`config.mk`:
```
export PLATFORM = sky130hd
export DESIGN_NAME = smi_controller
export DESIGN_NICKNAME = d
export VERILOG_FILES = /design/src/smi_pkg.sv /design/src/smi_controller.sv
export SDC_FILE = /design/constraint.sdc
export NUM_CORES = 1
export LEC_CHECK = 0
export ABC_AREA = 1
export BUFFER_PORTS_ARGS = -buffer_cell sky130_fd_sc_hd__buf_2
export CAP_MARGIN = 20
export CORE_MARGIN = 1
export CORE_UTILIZATION = 60
export DETAILED_ROUTE_END_ITERATION = 8
export GPL_TIMING_DRIVEN = 0
export HOLD_SLACK_MARGIN = 0.02
export PLACE_DENSITY_LB_ADDON = 0.1
export SETUP_SLACK_MARGIN = 0.5
export SYNTH_ARGS = -nofsm -noshare
export SYNTH_HDL_FRONTEND = slang
export SYNTH_SLANG_ARGS = --single-unit
```
`constraint.sdc`:
```
create_clock -name clock -period 7.3 [get_ports clock]
set_input_delay 1.46 -clock clock [delete_from_list [all_inputs] [get_ports clock]]
set_output_delay 1.46 -clock clock [all_outputs]
set_load 0.01 [all_outputs]
```
`src/smi_pkg.sv`:
```
// ----------------------------------------------------------------------------
// Small matrix inverse package
// Sizes, register indexes, controller states, command and status groups,
// and the permutation table used for the determinant expansion.
// ----------------------------------------------------------------------------
`default_nettype none

package smi_pkg;

   localparam int MAX_DIM     = 4;
   localparam int FRAC_BITS   = 16;
   localparam int ELEM_W      = 32;
   localparam int THR_W       = 32;
   localparam int DIM_W       = 3;
   localparam int STORE_DEPTH = MAX_DIM * MAX_DIM;
   localparam int ADDR_W      = $clog2(STORE_DEPTH);
   localparam int COUNT_W     = 5;
   localparam int ACC_W       = 128;   // product of up to four elements
   localparam int WIDE_W      = 132;   // signed sums, divider operands
   localparam int DET_W       = 64;
   localparam int PERM_W      = 5;
   localparam int PERM_LAST   = 23;
   localparam int BIT_W       = 8;
   localparam int CSR_IDX_W   = 2;

   localparam logic [CSR_IDX_W-1:0] CSR_DIMENSION = 2'd0;
   localparam logic [CSR_IDX_W-1:0] CSR_THRESHOLD = 2'd1;

   typedef enum logic [3:0] {
      ST_LOAD,
      ST_PERM,
      ST_READ,
      ST_LATCH,
      ST_MUL,
      ST_ACCUM,
      ST_DET_ABS,
      ST_DET_ROUND,
      ST_DET_SAT,
      ST_DET_TEST,
      ST_EMIT_SING,
      ST_DIV_SETUP,
      ST_DIV,
      ST_EMIT
   } smi_state_type;

   typedef struct packed {
      logic              store_we;
      logic [ADDR_W-1:0] wr_addr;
      logic              rd_en;
      logic [ADDR_W-1:0] rd_addr;
      logic              acc_init;
      logic              acc_par;
      logic              elem_latch;
      logic              mul_pp;
      logic [1:0]        limb;
      logic              mul_prod;
      logic              mul_fin;
      logic              sum_clear;
      logic              sum_add;
      logic              det_abs;
      logic              det_round;
      logic              det_sat;
      logic              div_setup;
      logic              cof_par;
      logic              div_step;
      logic              emit;
      logic              emit_sing;
      logic              emit_last;
      logic [DIM_W-1:0]  dim;
   } smi_cmd_type;

   typedef struct packed {
      logic sing;
      logic out_free;
   } smi_status_type;

   typedef struct packed {
      logic            odd;
      logic [3:0][1:0] col;
   } smi_perm_type;

   function automatic smi_perm_type mk_perm(logic odd, logic [1:0] a, logic [1:0] b,
                                            logic [1:0] c, logic [1:0] d);
      smi_perm_type p;
      p.odd    = odd;
      p.col[0] = a;
      p.col[1] = b;
      p.col[2] = c;
      p.col[3] = d;
      return p;
   endfunction

   // Permutations of four columns in lexicographic order, with parity
   function automatic smi_perm_type perm_entry(logic [PERM_W-1:0] idx);
      smi_perm_type p;
      unique case (idx)
         5'd0:    p = mk_perm(1'b0, 2'd0, 2'd1, 2'd2, 2'd3);
         5'd1:    p = mk_perm(1'b1, 2'd0, 2'd1, 2'd3, 2'd2);
         5'd2:    p = mk_perm(1'b1, 2'd0, 2'd2, 2'd1, 2'd3);
         5'd3:    p = mk_perm(1'b0, 2'd0, 2'd2, 2'd3, 2'd1);
         5'd4:    p = mk_perm(1'b0, 2'd0, 2'd3, 2'd1, 2'd2);
         5'd5:    p = mk_perm(1'b1, 2'd0, 2'd3, 2'd2, 2'd1);
         5'd6:    p = mk_perm(1'b1, 2'd1, 2'd0, 2'd2, 2'd3);
         5'd7:    p = mk_perm(1'b0, 2'd1, 2'd0, 2'd3, 2'd2);
         5'd8:    p = mk_perm(1'b0, 2'd1, 2'd2, 2'd0, 2'd3);
         5'd9:    p = mk_perm(1'b1, 2'd1, 2'd2, 2'd3, 2'd0);
         5'd10:   p = mk_perm(1'b1, 2'd1, 2'd3, 2'd0, 2'd2);
         5'd11:   p = mk_perm(1'b0, 2'd1, 2'd3, 2'd2, 2'd0);
         5'd12:   p = mk_perm(1'b0, 2'd2, 2'd0, 2'd1, 2'd3);
         5'd13:   p = mk_perm(1'b1, 2'd2, 2'd0, 2'd3, 2'd1);
         5'd14:   p = mk_perm(1'b1, 2'd2, 2'd1, 2'd0, 2'd3);
         5'd15:   p = mk_perm(1'b0, 2'd2, 2'd1, 2'd3, 2'd0);
         5'd16:   p = mk_perm(1'b0, 2'd2, 2'd3, 2'd0, 2'd1);
         5'd17:   p = mk_perm(1'b1, 2'd2, 2'd3, 2'd1, 2'd0);
         5'd18:   p = mk_perm(1'b1, 2'd3, 2'd0, 2'd1, 2'd2);
         5'd19:   p = mk_perm(1'b0, 2'd3, 2'd0, 2'd2, 2'd1);
         5'd20:   p = mk_perm(1'b0, 2'd3, 2'd1, 2'd0, 2'd2);
         5'd21:   p = mk_perm(1'b1, 2'd3, 2'd1, 2'd2, 2'd0);
         5'd22:   p = mk_perm(1'b1, 2'd3, 2'd2, 2'd0, 2'd1);
         5'd23:   p = mk_perm(1'b0, 2'd3, 2'd2, 2'd1, 2'd0);
         default: p = mk_perm(1'b0, 2'd0, 2'd1, 2'd2, 2'd3);
      endcase
      return p;
   endfunction

endpackage

`default_nettype wire

```
`src/smi_controller.sv`:
```
// ----------------------------------------------------------------------------
// Small matrix inverse controller
// Sequences the load, the permutation-sum determinant, the per-element
// cofactor and division passes, and the result hand-off.
// ----------------------------------------------------------------------------
`default_nettype none

module smi_controller (
   input  logic                          clock,
   input  logic                          reset,
   input  logic                          req_valid,
   output logic                          req_stall,
   input  logic [smi_pkg::DIM_W-1:0]     dim_n,
   input  smi_pkg::smi_status_type       status,
   output smi_pkg::smi_cmd_type          cmd
);

   localparam logic [smi_pkg::BIT_W-1:0]  DIV_LAST  = smi_pkg::BIT_W'(smi_pkg::WIDE_W - 1);
   localparam logic [smi_pkg::PERM_W-1:0] PERM_LAST = smi_pkg::PERM_W'(smi_pkg::PERM_LAST);

   smi_pkg::smi_state_type state_ff, state_in;

   logic [smi_pkg::COUNT_W-1:0] load_count_ff, load_count_in;
   logic [smi_pkg::DIM_W-1:0]   n_ff, n_in;
   logic [smi_pkg::PERM_W-1:0]  p_ff, p_in;
   logic [1:0]                  i_ff, i_in;
   logic [2:0]                  j_ff, j_in;
   logic [smi_pkg::BIT_W-1:0]   bit_ff, bit_in;
   logic [1:0]                  r_ff, r_in;
   logic [1:0]                  c_ff, c_in;
   logic                        cof_ff, cof_in;

   logic [smi_pkg::COUNT_W-1:0] need;
   logic [smi_pkg::COUNT_W-1:0] count_plus;
   logic                        load_done;
   logic                        accept;
   logic [smi_pkg::DIM_W-1:0]   k;
   smi_pkg::smi_perm_type       perm;
   logic                        perm_ok;
   logic                        perm_last;
   logic [1:0]                  col_sel;
   logic [1:0]                  row_idx;
   logic [1:0]                  col_idx;
   logic [4:0]                  addr_full;
   logic                        last_elem;
   logic                        last_r;
   logic                        last_c;

   // Decode load progress, submatrix size and element address
   always_comb begin
      need       = {2'b00, dim_n} * {2'b00, dim_n};
      count_plus = load_count_ff + 5'd1;
      load_done  = (count_plus >= need);
      accept     = req_valid && (state_ff == smi_pkg::ST_LOAD);
      k          = cof_ff ? (n_ff - 3'd1) : n_ff;
      perm       = smi_pkg::perm_entry(p_ff);
      perm_ok    = 1'b1;
      for (int e = 0; e < 4; e++) begin
         if ((3'(e) >= k) && (perm.col[e] != 2'(e))) begin
            perm_ok = 1'b0;
         end
      end
      perm_last  = (p_ff == PERM_LAST);
      col_sel    = perm.col[i_ff];
      row_idx    = i_ff + {1'b0, (cof_ff && (i_ff >= c_ff))};
      col_idx    = col_sel + {1'b0, (cof_ff && (col_sel >= r_ff))};
      addr_full  = {3'b000, row_idx} * {2'b00, n_ff} + {3'b000, col_idx};
      last_elem  = ({1'b0, i_ff} == (k - 3'd1));
      last_r     = ({1'b0, r_ff} == (n_ff - 3'd1));
      last_c     = ({1'b0, c_ff} == (n_ff - 3'd1));
   end

   // Next state
   always_comb begin
      state_in = state_ff;
      unique case (state_ff)
         smi_pkg::ST_LOAD: begin
            if (accept && load_done) state_in = smi_pkg::ST_PERM;
         end
         smi_pkg::ST_PERM: begin
            if (perm_ok) begin
               state_in = (k == 3'd0) ? smi_pkg::ST_ACCUM : smi_pkg::ST_READ;
            end else if (perm_last) begin
               state_in = cof_ff ? smi_pkg::ST_DIV_SETUP : smi_pkg::ST_DET_ABS;
            end
         end
         smi_pkg::ST_READ:  state_in = smi_pkg::ST_LATCH;
         smi_pkg::ST_LATCH: state_in = smi_pkg::ST_MUL;
         smi_pkg::ST_MUL: begin
            if (j_ff == 3'd4) state_in = last_elem ? smi_pkg::ST_ACCUM : smi_pkg::ST_READ;
         end
         smi_pkg::ST_ACCUM: begin
            if (perm_last) begin
               state_in = cof_ff ? smi_pkg::ST_DIV_SETUP : smi_pkg::ST_DET_ABS;
            end else begin
               state_in = smi_pkg::ST_PERM;
            end
         end
         smi_pkg::ST_DET_ABS:   state_in = smi_pkg::ST_DET_ROUND;
         smi_pkg::ST_DET_ROUND: state_in = smi_pkg::ST_DET_SAT;
         smi_pkg::ST_DET_SAT:   state_in = smi_pkg::ST_DET_TEST;
         smi_pkg::ST_DET_TEST: begin
            state_in = status.sing ? smi_pkg::ST_EMIT_SING : smi_pkg::ST_PERM;
         end
         smi_pkg::ST_EMIT_SING: begin
            if (status.out_free) state_in = smi_pkg::ST_LOAD;
         end
         smi_pkg::ST_DIV_SETUP: state_in = smi_pkg::ST_DIV;
         smi_pkg::ST_DIV: begin
            if (bit_ff == DIV_LAST) state_in = smi_pkg::ST_EMIT;
         end
         smi_pkg::ST_EMIT: begin
            if (status.out_free) begin
               state_in = (last_r && last_c) ? smi_pkg::ST_LOAD : smi_pkg::ST_PERM;
            end
         end
         default: state_in = smi_pkg::ST_LOAD;
      endcase
   end

   // Commands and counter updates
   always_comb begin
      cmd           = '0;
      cmd.rd_addr   = addr_full[smi_pkg::ADDR_W-1:0];
      cmd.wr_addr   = load_count_ff[smi_pkg::ADDR_W-1:0];
      cmd.acc_par   = perm.odd;
      cmd.limb      = 2'(3'd3 - j_ff);
      cmd.cof_par   = r_ff[0] ^ c_ff[0];
      cmd.dim       = n_ff;
      req_stall     = 1'b1;
      load_count_in = load_count_ff;
      n_in          = n_ff;
      p_in          = p_ff;
      i_in          = i_ff;
      j_in          = j_ff;
      bit_in        = bit_ff;
      r_in          = r_ff;
      c_in          = c_ff;
      cof_in        = cof_ff;
      unique case (state_ff)
         smi_pkg::ST_LOAD: begin
            req_stall = 1'b0;
            if (accept) begin
               cmd.store_we = 1'b1;
               if (load_done) begin
                  load_count_in = '0;
                  n_in          = dim_n;
                  p_in          = '0;
                  cof_in        = 1'b0;
                  cmd.sum_clear = 1'b1;
               end else begin
                  load_count_in = count_plus;
               end
            end
         end
         smi_pkg::ST_PERM: begin
            if (perm_ok) begin
               cmd.acc_init = 1'b1;
               i_in         = '0;
            end else if (!perm_last) begin
               p_in = p_ff + 5'd1;
            end
         end
         smi_pkg::ST_READ: begin
            cmd.rd_en = 1'b1;
            j_in      = '0;
         end
         smi_pkg::ST_LATCH: cmd.elem_latch = 1'b1;
         smi_pkg::ST_MUL: begin
            if (j_ff == 3'd4) begin
               cmd.mul_fin = 1'b1;
               if (!last_elem) i_in = i_ff + 2'd1;
            end else begin
               cmd.mul_pp   = 1'b1;
               cmd.mul_prod = (j_ff != 3'd0);
               j_in         = j_ff + 3'd1;
            end
         end
         smi_pkg::ST_ACCUM: begin
            cmd.sum_add = 1'b1;
            if (!perm_last) p_in = p_ff + 5'd1;
         end
         smi_pkg::ST_DET_ABS:   cmd.det_abs   = 1'b1;
         smi_pkg::ST_DET_ROUND: cmd.det_round = 1'b1;
         smi_pkg::ST_DET_SAT:   cmd.det_sat   = 1'b1;
         smi_pkg::ST_DET_TEST: begin
            if (!status.sing) begin
               r_in          = '0;
               c_in          = '0;
               p_in          = '0;
               cof_in        = 1'b1;
               cmd.sum_clear = 1'b1;
            end
         end
         smi_pkg::ST_EMIT_SING: begin
            if (status.out_free) begin
               cmd.emit      = 1'b1;
               cmd.emit_sing = 1'b1;
               cmd.emit_last = 1'b1;
            end
         end
         smi_pkg::ST_DIV_SETUP: begin
            cmd.div_setup = 1'b1;
            bit_in        = '0;
         end
         smi_pkg::ST_DIV: begin
            cmd.div_step = 1'b1;
            bit_in       = bit_ff + 8'd1;
         end
         smi_pkg::ST_EMIT: begin
            if (status.out_free) begin
               cmd.emit      = 1'b1;
               cmd.emit_last = last_r && last_c;
               if (!(last_r && last_c)) begin
                  p_in          = '0;
                  cmd.sum_clear = 1'b1;
                  if (last_c) begin
                     c_in = '0;
                     r_in = r_ff + 2'd1;
                  end else begin
                     c_in = c_ff + 2'd1;
                  end
               end
            end
         end
         default: req_stall = 1'b1;
      endcase
   end

   // Hold state and counters
   always_ff @(posedge clock) begin
      if (reset) begin
         state_ff      <= smi_pkg::ST_LOAD;
         load_count_ff <= '0;
         n_ff          <= 3'd1;
         p_ff          <= '0;
         i_ff          <= '0;
         j_ff          <= '0;
         bit_ff        <= '0;
         r_ff          <= '0;
         c_ff          <= '0;
         cof_ff        <= 1'b0;
      end else begin
         state_ff      <= state_in;
         load_count_ff <= load_count_in;
         n_ff          <= n_in;
         p_ff          <= p_in;
         i_ff          <= i_in;
         j_ff          <= j_in;
         bit_ff        <= bit_in;
         r_ff          <= r_in;
         c_ff          <= c_in;
         cof_ff        <= cof_in;
      end
   end

endmodule

`default_nettype wire

```
==> qor.csv, run 1 <==
stage,metric,value,unit
run_status,outcome,completed,
floorplanning,die_x,79.34,µm
timing,setup_viol,0,
grt,grt_pass1_vias,3187,
layout,layout_commonest_cell,nand2_1,
floorplanning,die_h,79.34,µm
grt,grt_remaining_overflow,0,
timing,layout_min_cycle_time,5.416,ns
drt,drt_wl_total,8.056,mm
layout,finalInstanceArea,0.003960,mm²
timing,timing_hold_violations_final,0,
yosys,yosysSeqAreaShare,0.2455,
layout,final_cell_mix,"145 x nand2_1, 94 x inv_1, 55 x nor2_1",
placement,placed_cells,659,
layout,finalNonFillerCells,666,
worst_setup_path,startpoint_type,register,
flow_run,cap_violations,0,
worst_setup_path,critical_path_required,5.84,ns
floorplanning,die_area,0.006294,mm²
drt,drt-vias-per-instance,5.305,
timing,slew_viol_final,0,
timing,rsz0062_at_grt,no,
yosys,synth_enable_flop_cells,0,
timing,tns,0,ns
clock_network,postCtsSetupRepairBufs,0,
floorplanning,initial_utilization,0.6361,
timing,fin_crit_sh,0.7420,
floorplanning,core_region_area,0.005642,mm²
clock_network,clockBufferDepth,2,
grt,antenna_found_initial,0,
drt,drt_iter0_markers,147,
timing,timing.fmax,184.6,MHz
placement,place_area,0.003879,mm²
drt,wire_per_inst,12.10,µm
grt,grt_max_degree,14,
grt,grt_usage,0.2684,
clock_network,numCtsBuffers,5,
layout,antenna_cells,0,
drt,firstDrtPassIters,6,
placement,pre_cts_slack,2.172,ns
yosys,netlist_area,0.003588,mm²
clock_network,ctsHoldBuffers,0,
placement,gp_congestion,0.9087,
yosys,synth_seq_cells,44,
timing,fin_ws,1.884,ns
yosys,ys_async_sr_fraction,0,
clock_network,cts_resized,0,
worst_setup_path,critPathMaxFanout,8,
layout,area_growth,10.36,%
clock_network,clk_pin_slew_worst_paths,0.08,ns
timing,fin_skew,0.006405,ns
timing,maxSlewHeadroom,0.6268,
floorplanning,io-pin-count,41,
clock_network,root_buffer,clkbuf_8,
clock_network,clock_latency,0.30,ns
yosys,synthFlopType,dfxtp_1,
drt,drc,0,
power_and_ir_drop,p_leak,2.146,nW
yosys,synth_top_cell_by_area,dfxtp_1,
power_and_ir_drop,powerDensity,339.0,mW/mm²
worst_setup_path,critPathKind,reg2out,
placement,hpwl,6.463,mm
worst_setup_path,crit_arrival,3.96,ns
drt,via_count,3533,
grt,grt_pass1_wl,13.51,mm
yosys,syn_inst,547,
yosys,yosysTopAreaCellShare,0.2455,
yosys,yosys_warnings,0,
floorplanning,num_rows,27,
clock_network,cts_tree,done,
placement,io_buffer_count,40,
min_path,hold_class,reg2reg,
clock_network,htreeDepth,2,
worst_setup_path,critPathCaptureType,output pin,
layout,drive_above_1_share,0.1347,
layout,nNetsFinal,638,
clock_network,cts.sinks,44,
yosys,synth_area_per_cell,6.560,µm²
drt,detail-route-antenna-nets,0,
yosys,ys_types,42,
power_and_ir_drop,ir_worst_vdd,0.0002275,V
yosys,yosys-top-cells-area,"dfxtp_1 25%, nand2_1 15%, ha_1 12%",
timing,max_slew.worst_pin.slew,0.5598,ns
yosys,syn_nets,591,
==> kinds of logic (layout without fill, tap and decap cells) <==
| group | after synthesis | after routing | synth area share |
|---|---|---|---|
| fa+ha+maj | 36 | 36 | 0.1297 |
| flops | 44 | 44 | 0.2455 |
| simple gates | 264 | 264 | 0.3288 |
| xor+xnor | 18 | 18 | 0.04603 |
| mux | 2 | 2 | 0.005579 |
| compound gates | 72 | 72 | 0.1165 |
| buf+inv | 111 | 158 | 0.1280 |
==> flip-flops by register name (all words and copies together) (netlist names) <==
| name | flops |
|---|---|
| cof_ff | 1 |
| state_ff | 4 |
| perm | 9 |
| load_count_ff | 5 |
| n_ff | 3 |
| i_ff | 2 |
| j_ff | 3 |
| r_ff | 2 |
| p_ff | 5 |
| bit_ff | 8 |
| c_ff | 2 |
==> layer usage <==
| metal | vias to the layer above | share of wire | track usage |
|---|---|---|---|
| met5 | - | 0 | 0 |
| met4 | 0 | 0.015 | 0.08364 |
| met3 | 14 | 0.056 | 0.03563 |
| met1 | 1580 | 0.44 | 0.3326 |
| li1 | 1817 | - | - |
| met2 | 122 | 0.49 | 0.4776 |
==> layout make-up <==
| cell class | count | area, µm² |
|---|---|---|
| Fill cell | 502 | 1682 |
| Tap cell | 72 | 90.09 |
| Inverter | 99 | 376.6 |
| Sequential cell | 44 | 880.8 |
| Clock buffer | 5 | 68.82 |
| Multi-Input combinational cell | 392 | 2248 |
| Buffer | 12 | 82.58 |
| Timing Repair Buffer | 40 | 200.2 |
| Clock inverter | 2 | 12.51 |
==> Yosys cell counts (all sizes together) (3+ instances only) <==
master,instances
nand2,153
inv,98
nor2,58
dfxtp,44
ha,34
a21oi,31
nand3,29
o21ai,22
xor2,10
buf,9
xnor2,8
nand4,7
nor3,7
a211oi,5
nand3b,5
or2,5
o2111ai,4
a21boi,3
a31oi,3
clkbuf,3
==> worst paths after layout <==
path / depth (start not counted) / endpoint / startpoint / slack, ns
setup reg to reg: 28 / perm[6]$_DFF_P_ / n_ff[0]$_SDFFE_PP1P_ / 3.81
hold / removal: 1 / bit_ff[7]$_SDFFE_PP0N_ / bit_ff[7]$_SDFFE_PP0N_ / 0.48
hold reg to reg: 1 / bit_ff[7]$_SDFFE_PP0N_ / bit_ff[7]$_SDFFE_PP0N_ / 0.48
setup / recovery: 18 / cmd[25] / i_ff[0]$_SDFFE_PP0P_ / 1.88
==> report_power, final <==
| group | leakage (nW) | internal (W) | total, W | switching (W) |
|---|---|---|---|---|
| Combinational | 1.75 | 0.000315 | 0.000867 | 0.000552 |
| Clock | 0.0400 | 0.0000649 | 0.000149 | 0.0000837 |
| Sequential | 0.359 | 0.000294 | 0.000327 | 0.0000333 |
| Total | 2.15 | 0.000674 | 0.00134 | 0.000669 |
==> critical path: stages (launching register included) <==
cell,delay (ns)
dfxtp_1,0.35
clkbuf_1,0.29
inv_1,0.18
ha_1,0.32
inv_1,0.06
a21boi_0,0.08
o21ai_0,0.15
inv_1,0.06
ha_1,0.18
xnor2_1,0.27
nor2_1,0.11
fa_1,0.56
ha_1,0.14
inv_1,0.04
fa_1,0.38
xor2_1,0.18
xor2_1,0.15
inv_1,0.05
buf_2,0.13
==> per-stage QoR <==
step                  util  hold slack, ns  total power (W)
floorplan                -          0.4336        0.0009980
global placement    0.6875          0.4471         0.001162
detailed placement  0.6875          0.4680         0.001190
CTS                 0.7019          0.4835         0.001343
global route        0.7019          0.4951         0.001482
finish              0.7019          0.4819         0.001342
Note: power is estimated with default switching activity, not from simulation.
==> inputs of run 2 (changes only) <==
--- a/config.mk
+++ b/config.mk
@@ -9,7 +9,7 @@
 export BUFFER_PORTS_ARGS = -buffer_cell sky130_fd_sc_hd__buf_2
 export CAP_MARGIN = 20
 export CORE_MARGIN = 1
-export CORE_UTILIZATION = 60
+export CORE_UTILIZATION = 54
 export DETAILED_ROUTE_END_ITERATION = 8
 export GPL_TIMING_DRIVEN = 0
 export HOLD_SLACK_MARGIN = 0.02
==> constraint.sdc (replaced) <==
create_clock -name clock -period 4.86 [get_ports clock]
set_input_delay 0.972 -clock clock [delete_from_list [all_inputs] [get_ports clock]]
set_output_delay 0.972 -clock clock [all_outputs]
set_load 0.01 [all_outputs]
==> run 2 against run 1 <==
Routed wire length is essentially flat. Cell count grew 1.7%. Sequential share of layout area shrank 0.77 points. Largest power group unchanged. Die area grew 11%. Largest cell class unchanged. Count of clock-buffer cells in the layout grew 1. Worst setup slack lost 1.5 ns. Critical path depth grew 2. Utilization shrank 5.8 points.
==> qor.csv, run 2 (synthesized netlist as in run 1, its figures left out) <==
stage,metric,value,unit
layout,drive_above_1_share,0.1733,
timing,slew_viol_final,0,
worst_setup_path,critPathMaxFanout,6,
worst_setup_path,cp_slowest_cell,fa_1,
drt,drt-vias-per-instance,5.160,
timing,timing.fmax,220.9,MHz
layout,finalInstanceArea,0.004114,mm²
floorplanning,die_area,0.006976,mm²
clock_network,clockBufferDepth,2,
floorplanning,num_rows,29,
drt,detail-route-antenna-nets,0,
floorplanning,die_h,83.52,µm
worst_setup_path,critPathBufInv,8,
worst_setup_path,critPathKind,reg2out,
grt,grt_max_degree,15,
drt,wire_per_inst,11.89,µm
grt,antenna_found_initial,0,
timing,fin_skew,0.005236,ns
timing,layout_min_cycle_time,4.526,ns
clock_network,ctsHoldBuffers,0,
power_and_ir_drop,netSwitchingFraction,0.4774,
timing,tns,0,ns
worst_setup_path,path_cells,"buf_8, inv_8, nand2_2, a32oi_2, inv_1, ha_1, inv_2, a21boi_2, o21ai_1, inv_1, ha_2, xnor2_2, fa_1, ha_2, inv_2, fa_2, xor2_2, xor2_1, inv_1, buf_2",
layout,antenna_cells,0,
worst_setup_path,startpoint_type,register,
min_path,hold_class,reg2reg,
drt,drt_wl_total,8.051,mm
clock_network,root_buffer,clkbuf_8,
worst_setup_path,critPathCaptureType,output pin,
worst_setup_path,critical_path_required,3.89,ns
grt,grt_remaining_overflow,0,
drt,firstDrtPassIters,5,
timing,max_slew.worst_pin.slew,0.5375,ns
clock_network,numCtsBuffers,5,
layout,final_cell_mix,"142 x nand2_1, 90 x inv_1, 55 x nor2_1",
power_and_ir_drop,ir_worst_vdd,0.0003599,V
timing,maxSlewHeadroom,0.6417,
timing,fin_crit_sh,0.9313,
floorplanning,core_region_area,0.006386,mm²
timing,rsz0062_at_grt,yes,
floorplanning,initial_utilization,0.5619,
placement,place_area,0.003885,mm²
power_and_ir_drop,clkPwrFrac,0.139,
min_path,whs_path_depth,1,
worst_setup_path,crit_family,adder cells,
clock_network,clk_pin_slew_worst_paths,0.09,ns
drt,via_count,3493,
placement,io_buffer_count,40,
clock_network,clock_latency,0.30,ns
power_and_ir_drop,powerDensity,523.7,mW/mm²
worst_setup_path,crit_arrival,3.55,ns
floorplanning,io-pin-count,41,
placement,hpwl,6.388,mm
placement,gp_congestion,0.9133,
layout,nNetsFinal,643,
worst_setup_path,cp_common_cell,inv_1,
run_status,outcome,completed,
power_and_ir_drop,share_seq_of_total_power,0.229,
clock_network,htreeDepth,2,
floorplanning,die_x,83.52,µm
drt,drc,0,
clock_network,cts_tree,done,
layout,largest_reg_flops,9,
power_and_ir_drop,netSwitchingPower,0.001028,W
clock_network,cts.sinks,44,
layout,area_growth,14.64,%
timing,setup_viol,0,
worst_setup_path,cp.depth,20,
grt,grt_usage,0.2399,
flow_run,cap_violations,0,
worst_setup_path,reg2reg_depth,26,
power_and_ir_drop,p_int,0.001126,W
grt,grt_pass1_vias,3304,
power_and_ir_drop,share_comb_of_total_power,0.632,
layout,layout_commonest_cell,nand2_1,
power_and_ir_drop,p_leak,2.210,nW
timing,timing_hold_violations_final,0,
drt,drt_iter0_markers,128,
grt,grt_pass1_wl,13.89,mm
worst_setup_path,max_stage_delay,0.52,ns
==> run 2: cell types whose count changed in the layout (fill, tap and decap cells not counted), sizes merged <==
cell / previous run / this run
clkinvlp: 1 / 0
bufinv: 0 / 1
buf: 49 / 55
==> run 2: final cells by class <==
| class | instances | area, µm² |
|---|---|---|
| flip-flops and latches | 44 | 883.3 |
| well taps | 77 | 96.34 |
| clock inverters | 2 | 38.79 |
| clock buffers | 6 | 82.58 |
| inverters | 99 | 384.1 |
| fillers | 613 | 2272 |
| repair buffers | 45 | 237.7 |
| multi-input cells | 392 | 2297 |
| plain buffers | 12 | 93.84 |
==> run 2: metrics by stage <==
step | power (W) | hold WS [ns] | utilization | instances | setup slack (ns)
final | 0.002154 | 0.4734 | 0.6442 | 677 | 0.3338
after global routing | 0.002368 | 0.4930 | 0.6442 | 677 | 0.1146
after CTS | 0.002141 | 0.4733 | 0.6407 | 676 | 0.3144
after detailed placement | 0.001788 | 0.4570 | 0.6083 | 664 | 0.2628
after global placement | 0.001754 | 0.4511 | 0.6083 | 664 | 0.3422
after floorplan | 0.001499 | 0.4336 | - | 547 | 0.6610
==> run 2: power groups by stage <==
stage	clock, W	sequential [W]	combinational, W
2_1_floorplan	0	0.000495	0.00100
3_3_place_gp	0	0.000498	0.00126
3_5_place_dp	0	0.000499	0.00129
4_1_cts	0.000306	0.000492	0.00134
5_1_grt	0.000319	0.000504	0.00154
6_report	0.000299	0.000494	0.00136
==> run 2: worst paths after layout <==
check | from | to | slack, ns
hold / removal | bit_ff[7]$_SDFFE_PP0N_ | bit_ff[7]$_SDFFE_PP0N_ | 0.47
setup reg to reg | n_ff[0]$_SDFFE_PP1P_ | perm[6]$_DFF_P_ | 1.37
setup / recovery | i_ff[0]$_SDFFE_PP0P_ | cmd[25] | 0.33
hold reg to reg | bit_ff[7]$_SDFFE_PP0N_ | bit_ff[7]$_SDFFE_PP0N_ | 0.47
==> run 2: repair_timing <==
item	CTS	global route
pin swaps	5	3
gates resized for setup	21	5
setup endpoints to repair	2	2
setup buffers	4	1
==> run 2: layer usage <==
layer	GRT usage	vias to the layer above	wire (µm)
met4	0.07396	0	136
met5	0	-	0
met3	0.03561	15	371
met2	0.4210	87	3825
li1	-	1825	-
met1	0.3035	1566	3718
==> run 2: worst reg2reg max path: stages (launching register included) <==
cell and delay [ns]:
dfxtp_1 0.34, buf_4 0.16, inv_1 0.07, ha_1 0.35
nand2_1 0.10, nand2_2 0.12, inv_1 0.05, ha_1 0.19
inv_1 0.05, nand3_1 0.09, nand2_1 0.07, inv_1 0.04
nor2_1 0.07, nand2_1 0.07, nand2_2 0.10, nand2_2 0.12
nand3_4 0.14, nor2_1 0.07, or2_2 0.28, nand3_2 0.15
ha_1 0.30, inv_1 0.07, nand3_1 0.10, nand3_1 0.12
nand2_1 0.06, nand2_1 0.05, nand2_1 0.05
